===== src/dmc_pkg.sv =====
// Shared constants and controller/datapath interface types for the direct-mapped cache.
`default_nettype none

package dmc_pkg;

  localparam int unsigned ADDR_W     = 12;
  localparam int unsigned DATA_W     = 32;
  localparam int unsigned LINE_OUT_W = 5;
  localparam int unsigned TAG_OUT_W  = 4;

  localparam logic OP_READ  = 1'b0;
  localparam logic OP_WRITE = 1'b1;

  // One step command from the controller to the datapath.
  typedef struct packed {
    logic init;
    logic capture;
    logic mem_mul;
    logic mem_fix;
    logic blk_mul;
    logic blk_fix;
    logic ln_mul;
    logic ln_fix;
    logic tag_rd;
    logic lookup;
    logic fill_rd;
    logic fill_wr;
    logic tag_wr;
    logic access;
  } cmd_t;

  // Status from the datapath back to the controller.
  typedef struct packed {
    logic init_last;
    logic hit;
    logic fill_last;
  } sts_t;

endpackage

`default_nettype wire


===== src/dmc_ctrl.sv =====
// Controller state machine of the direct-mapped cache.
`default_nettype none

module dmc_ctrl
  import dmc_pkg::*;
(
  input  wire   clk_i,
  input  wire   rst_ni,
  input  wire   start,
  output logic  busy,
  output logic  done_o,
  output cmd_t  cmd_o,
  input  sts_t  sts_i
);

  typedef enum logic [13:0] {
    ST_INIT     = 14'b00000000000001,
    ST_IDLE     = 14'b00000000000010,
    ST_MEM_MUL  = 14'b00000000000100,
    ST_MEM_FIX  = 14'b00000000001000,
    ST_BLK_MUL  = 14'b00000000010000,
    ST_BLK_FIX  = 14'b00000000100000,
    ST_LN_MUL   = 14'b00000001000000,
    ST_LN_FIX   = 14'b00000010000000,
    ST_TAG_RD   = 14'b00000100000000,
    ST_LOOKUP   = 14'b00001000000000,
    ST_FILL_RD  = 14'b00010000000000,
    ST_FILL_WR  = 14'b00100000000000,
    ST_ACCESS   = 14'b01000000000000,
    ST_RESP     = 14'b10000000000000
  } state_e;

  state_e state_q, state_d;

  always_ff @(posedge clk_i or negedge rst_ni) begin
    if (!rst_ni) begin
      state_q <= ST_INIT;
    end else begin
      state_q <= state_d;
    end
  end

  always_comb begin
    state_d = state_q;
    cmd_o   = '0;
    unique case (state_q)
      ST_INIT: begin
        cmd_o.init = 1'b1;
        if (sts_i.init_last) begin
          state_d = ST_IDLE;
        end
      end
      ST_IDLE: begin
        if (start) begin
          cmd_o.capture = 1'b1;
          state_d       = ST_MEM_MUL;
        end
      end
      ST_MEM_MUL: begin
        cmd_o.mem_mul = 1'b1;
        state_d       = ST_MEM_FIX;
      end
      ST_MEM_FIX: begin
        cmd_o.mem_fix = 1'b1;
        state_d       = ST_BLK_MUL;
      end
      ST_BLK_MUL: begin
        cmd_o.blk_mul = 1'b1;
        state_d       = ST_BLK_FIX;
      end
      ST_BLK_FIX: begin
        cmd_o.blk_fix = 1'b1;
        state_d       = ST_LN_MUL;
      end
      ST_LN_MUL: begin
        cmd_o.ln_mul = 1'b1;
        state_d      = ST_LN_FIX;
      end
      ST_LN_FIX: begin
        cmd_o.ln_fix = 1'b1;
        state_d      = ST_TAG_RD;
      end
      ST_TAG_RD: begin
        cmd_o.tag_rd = 1'b1;
        state_d      = ST_LOOKUP;
      end
      ST_LOOKUP: begin
        cmd_o.lookup = 1'b1;
        state_d      = sts_i.hit ? ST_ACCESS : ST_FILL_RD;
      end
      ST_FILL_RD: begin
        cmd_o.fill_rd = 1'b1;
        state_d       = ST_FILL_WR;
      end
      ST_FILL_WR: begin
        cmd_o.fill_wr = 1'b1;
        if (sts_i.fill_last) begin
          // The tag is recorded together with the last word of the block.
          cmd_o.tag_wr = 1'b1;
          state_d      = ST_ACCESS;
        end else begin
          state_d = ST_FILL_RD;
        end
      end
      ST_ACCESS: begin
        cmd_o.access = 1'b1;
        state_d      = ST_RESP;
      end
      ST_RESP: begin
        state_d = ST_IDLE;
      end
      default: begin
        state_d = ST_INIT;
      end
    endcase
  end

  assign busy   = (state_q != ST_IDLE);
  assign done_o = (state_q == ST_RESP);

  // A result frees the block for the next transaction right away.
  assert property (@(posedge clk_i) disable iff (!rst_ni) done_o |=> !busy)
    else $error("block still busy after delivering a result");

  // An accepted transaction never produces a result in the following cycle.
  assert property (@(posedge clk_i) disable iff (!rst_ni)
      (start && !busy) |=> (busy && !done_o))
    else $error("accepted transaction did not keep the block busy");

  // Exactly one result per transaction: strobes never come back to back.
  assert property (@(posedge clk_i) disable iff (!rst_ni) done_o |=> !done_o)
    else $error("result strobe held for more than one cycle");

endmodule

`default_nettype wire


===== config.mk =====
export PLATFORM = sky130hd
export DESIGN_NAME = dmc_ctrl
export DESIGN_NICKNAME = d
export VERILOG_FILES = /design/src/dmc_pkg.sv /design/src/dmc_ctrl.sv
export SDC_FILE = /design/constraint.sdc
export NUM_CORES = 1
export LEC_CHECK = 0
export BUFFER_PORTS_ARGS = -buffer_cell sky130_fd_sc_hd__buf_4
export CORE_UTILIZATION = 50
export CTS_BUF_LIST = sky130_fd_sc_hd__clkbuf_4 sky130_fd_sc_hd__clkbuf_8
export DETAILED_ROUTE_END_ITERATION = 16
export GPL_TIMING_DRIVEN = 0
export PLACE_DENSITY = 0.75
export SYNTH_ARGS = -nofsm -noshare
export SYNTH_HDL_FRONTEND = slang
export SYNTH_SLANG_ARGS = --single-unit

===== constraint.sdc =====
create_clock -name clk_i -period 3.37 [get_ports clk_i]
set_clock_uncertainty 0.05 [all_clocks]
set_input_delay 0.5055 -clock clk_i [delete_from_list [all_inputs] [get_ports clk_i]]
set_output_delay 0.5055 -clock clk_i [all_outputs]
set_load 0.1 [all_outputs]

Word-level counts from Yosys, hierarchy flattened
Cells that the tools add are included.
W data, S select, Z words.
Operators by class
  reductions and logical operators: 1
  equality and inequality tests: 17
  multiplexer cells: 20
Operators by type and width (number)
  $pmux W14 S14: 1
  $mux W14: 2
  $mux W13: 2
  $eq A14 B1 Y1 const B: 1
  $eq A14 B10 Y1 const B: 1
  $eq A14 B11 Y1 const B: 1
  $eq A14 B12 Y1 const B: 1
  $eq A14 B13 Y1 const B: 1
  $eq A14 B14 Y1 const B: 1
  $eq A14 B2 Y1 const B: 1
  $eq A14 B3 Y1 const B: 1
  $eq A14 B4 Y1 const B: 1
  $eq A14 B5 Y1 const B: 1
  $eq A14 B6 Y1 const B: 1
  $eq A14 B7 Y1 const B: 1
  $eq A14 B8 Y1 const B: 1
  $eq A14 B9 Y1 const B: 1
  $mux W1: 14
  $ne A14 B2 Y1 const B: 1
  $ne A2 B2 Y1 const B: 2
  $mux W2: 1
  $reduce_and A2 Y1: 1
Word-level totals
  register bits: 14
  logic and storage cells: 39

Depth between registers and ports, before layout
  word-level depth: 3
  mapped depth: 6
  gate-level depth less buffers: 5

Least setup slack after synthesis
OpenSTA, ideal clock, no wires.
  path kind: reg-to-output
  start: register state_q[1]
  end: output cmd_o[0] in the netlist's numbering
  stages on the path, launching flop included: 6
  arrival: 4.286 ns
  path buffers: 1
  setup slack: -1.472 ns
  cells stage by stage: dfrtp_1 or2_1 buf_2 nor4_4 nand3_1 nor4b_1
RTL lines
  start, declared: RTL line dmc_ctrl.sv:33  | state_e state_q, state_d;
  start signal, assigned: RTL line dmc_ctrl.sv:39  | state_q <= state_d;
  end, declared: RTL line dmc_ctrl.sv:12  | output cmd_t cmd_o,

==> results.txt <==
----------------------------------------------------
[Run]
  Total of max-cap violations ... 0

[Route]
  Number of vias per cell ... 5.45
  Detailed-route wire length ... 1820 um
  Number of remaining DRC errors ... 0
  Highest layer used for signal routing ... met4
  Detailed router's first-iteration violation count ... 8
  Amount of wire on met2 after detailed routing ... 949 um
  Antenna Violating Nets Remaining ... 0
  Total vias in the final route ... 823
  Pre-antenna DRT Iters ... 6
  Detailed-route wire length per cell ... 12.1 um
  Wire length on met1 ... 786 um
  Detail Route met3 WL ... 58 um

[Layout]
  Non-filler instance count after layout ... 151
  Flip-flop count of the largest register after layout ... 14
  Final design instance area without fill ... 0.00123 sq mm
  Regs by FF count ... state_q: 14 flops
  Nets@finish ... 133
  Largest reg by FF count ... state_q
  Inserted Diodes ... 0
  Ratio of cells with drive above 1 in the final layout ... 0.437
  Final core area utilization ... 0.699
  Relative area change from synthesis to final layout ... 27.9%

[Floorplan]
  Die X ... 45.9 um
  Number of top-level pins ... 22
  Die height ... 45.9 um
  Starting density of the core ... 0.547
  Floorplan die area ... 0.00211 sq mm
  Core outline area ... 0.00176 sq mm
  Standard-cell rows ... 15

[Timing]
  Slew of the pin with the lowest slew margin ... 0.424 ns
  Final min period ... 2.88 ns
  Peak clock frequency supported by timing ... 347 MHz
  Worst hold slack across all endpoints ... -0.00561 ns
  Hold violation total from the final report ... 6
  Period utilization ... 0.854
  Final worst setup slack ... 0.491 ns
  Max-slew violation total from the final report ... 0
  Final setup fails ... 0
  Setup Total Neg Slack ... 0 ns
  Setup repair after global routing missed its margin ... false
  Tightest slew margin relative to the limit ... 0.715

[Setup path]
  R2r endpoint ... state_q[10]
  Worst Path Arrival ... 2.32 ns
  Cells on worst reg2reg path ... 6
  Startpoint types ... flip-flop
  Reg-to-Reg Start ... state_q[1]
  Required time at the endpoint of the critical path ... 2.81 ns
  Class of the most critical setup path ... reg2out
  Peak fanout along the critical path ... 7
  Reg-to-reg setup timing slack ... 1.50 ns
  Endpoint type of the worst setup path ... output port

[Clock tree]
  TritonCTS clock tree ... yes
  Cts bufs inserted ... 3
  Number of clock sinks ... 14
  H-tree levels ... 1
  Number of hold buffers added after cts ... 0
  Post-CTS Repair Setup Buffers ... 0
  Clock slew at the register clock pins of the worst setup and hold paths ... 0.09 ns
  Number of gates resized after cts ... 0
  Clock Latency Late Sink ... 0.29 ns
  Root buffer selected by CTS ... clkbuf_4
  Max clock buf depth ... 2

[Synth]
  Most frequently used cell type in the post-synthesis netlist ... nor2_1
  Largest cells by area after synthesis ... dfrtp_1 (34%), nor2_1 (5.8%), nor4b_1 (5.4%)
  Number of distinct library cells after synthesis ... 37
  Area fraction of the dominant cell type after synthesis ... 0.337
  Number of synthesized flops with an enable pin ... 0
  Summed instance area of the synthesized netlist ... 965 sq um
  Average cell area after synthesis ... 9.55 sq um
  Predominant post-synthesis flop cell ... dfrtp_1
  Post-synthesis instance total ... 101
  Syn Nets ... 107
  Share of synthesized flip-flops with an asynchronous set or reset ... 1.00
  Top cells by count, synth ... nor2_1 (15), dfrtp_1 (13), inv_1 (6), nor4b_1 (6)
  Synthesized flop and latch total ... 14
  Sequential element share of the synthesized area ... 0.364
  Post-synthesis cell type with the largest combined area ... dfrtp_1
  Warnings from Yosys ... 0

[Power and ir drop]
  Switching part of the total ... 0.480
  Peak ir drop on the vdd network ... 0.000296 V
  Internal power ... 0.352 mW
  Share of total power in the clock network ... 0.164
  Pwr Total ... 0.677 mW
  Sequential Power Share ... 0.305
  Switching power summed over all nets ... 0.325 mW
  Reported leakage power ... 0.552 nW
  Share of power burned in combinational logic ... 0.531
  Pwr Density ... 549 mW/mm^2

[Placed design]
  Post-placement cell count ... 147
  # port buffers ... 21
  Placed Instance Area ... 0.00120 sq mm
  Dpl ws ... 0.792 ns
  Estimated wirelength of the detail-placed design ... 1440 um
  GP Congestion ... 0.741

[Global route]
  Leftover overflow at the end of global routing ... 0
  GR Util All Layers ... 0.207
  Initial antenna violation count ... 0
  Number of global-route vias before repair ... 742
  Maximum number of pins on one net before global-route repair ... 15
  Global-route wire length before repair ... 3110 um

[Outcome]
  Status ... finished, violations left
  Failing checks ... hold timing

[Hold path]
  Tightest Hold Check Type ... in2async

----------------------------------------------------
## worst max path at each step
stage | from | end | slack, ns | depth (start not counted)
after floorplan | state_q[1] | cmd_o[0] | -0.15 | 5
final | state_q[1] | cmd_o[1] | 0.49 | 7
after global placement | state_q[1] | cmd_o[1] | 0.81 | 7
after detailed placement | state_q[1] | cmd_o[1] | 0.79 | 7
after CTS | state_q[1] | cmd_o[1] | 0.46 | 7
after global routing | state_q[1] | cmd_o[1] | 0.34 | 7
## area by class of cell
cell class / instances / area, sq um
fill: 160 / 531
clock buffer: 4 / 30.0
sequential: 14 / 352
inverter: 6 / 22.5
timing repair buffer: 21 / 158
buffer: 6 / 30.0
tap: 25 / 31.3
multi-input combinational: 75 / 611
## layer usage
metal  global-route usage  vias to the layer above
li1                     -                      408
met1                0.252                      391
met2                0.363                       19
met3               0.0238                        5
met4               0.0882                        0
met5                    0                        -
## cell usage in the layout, fill, tap and decap left out, drive strengths merged, types with 2 or more instances in the layout
| master | n |
|---|---|
| buf | 26 |
| nor2 | 16 |
| dfrtp | 13 |
| nor4b | 8 |
| nor4 | 7 |
| inv | 6 |
| or3 | 5 |
| nand2 | 5 |
| clkbuf | 5 |
| nor3 | 5 |
| nand2b | 3 |
| a21oi | 3 |
| nand3 | 3 |
| or2 | 2 |
| a22o | 2 |
| xor2 | 2 |
| o21ai | 2 |
| nor2b | 2 |
## worst max-delay path, stage by stage, from the launching register on
cell and delay, ns:
dfrtp_1 0.46, or2_1 0.23, buf_2 0.16, nor4_4 0.20, nand2_2 0.17, nor4b_4 0.36
and2_4 0.19, buf_4 0.27
## logic make-up (layout without fill, tap and decap cells)
family | count (synthesis) | in the layout | synth area share
xor+xnor | 3 | 3 | 0.0272
buf+inv | 12 | 37 | 0.0545
simple gates | 61 | 61 | 0.473
mux | 1 | 1 | 0.0117
flops | 14 | 14 | 0.364
compound gates | 10 | 10 | 0.0687
## power groups by stage
stage	logic, mW	registers, mW	clock network [mW]
2_1_floorplan	0.304	0.204	0
3_3_place_gp	0.357	0.209	0
3_5_place_dp	0.362	0.209	0
4_1_cts	0.363	0.206	0.115
5_1_grt	0.392	0.211	0.121
6_report	0.360	0.206	0.111
(Power assumes the default switching activity.)
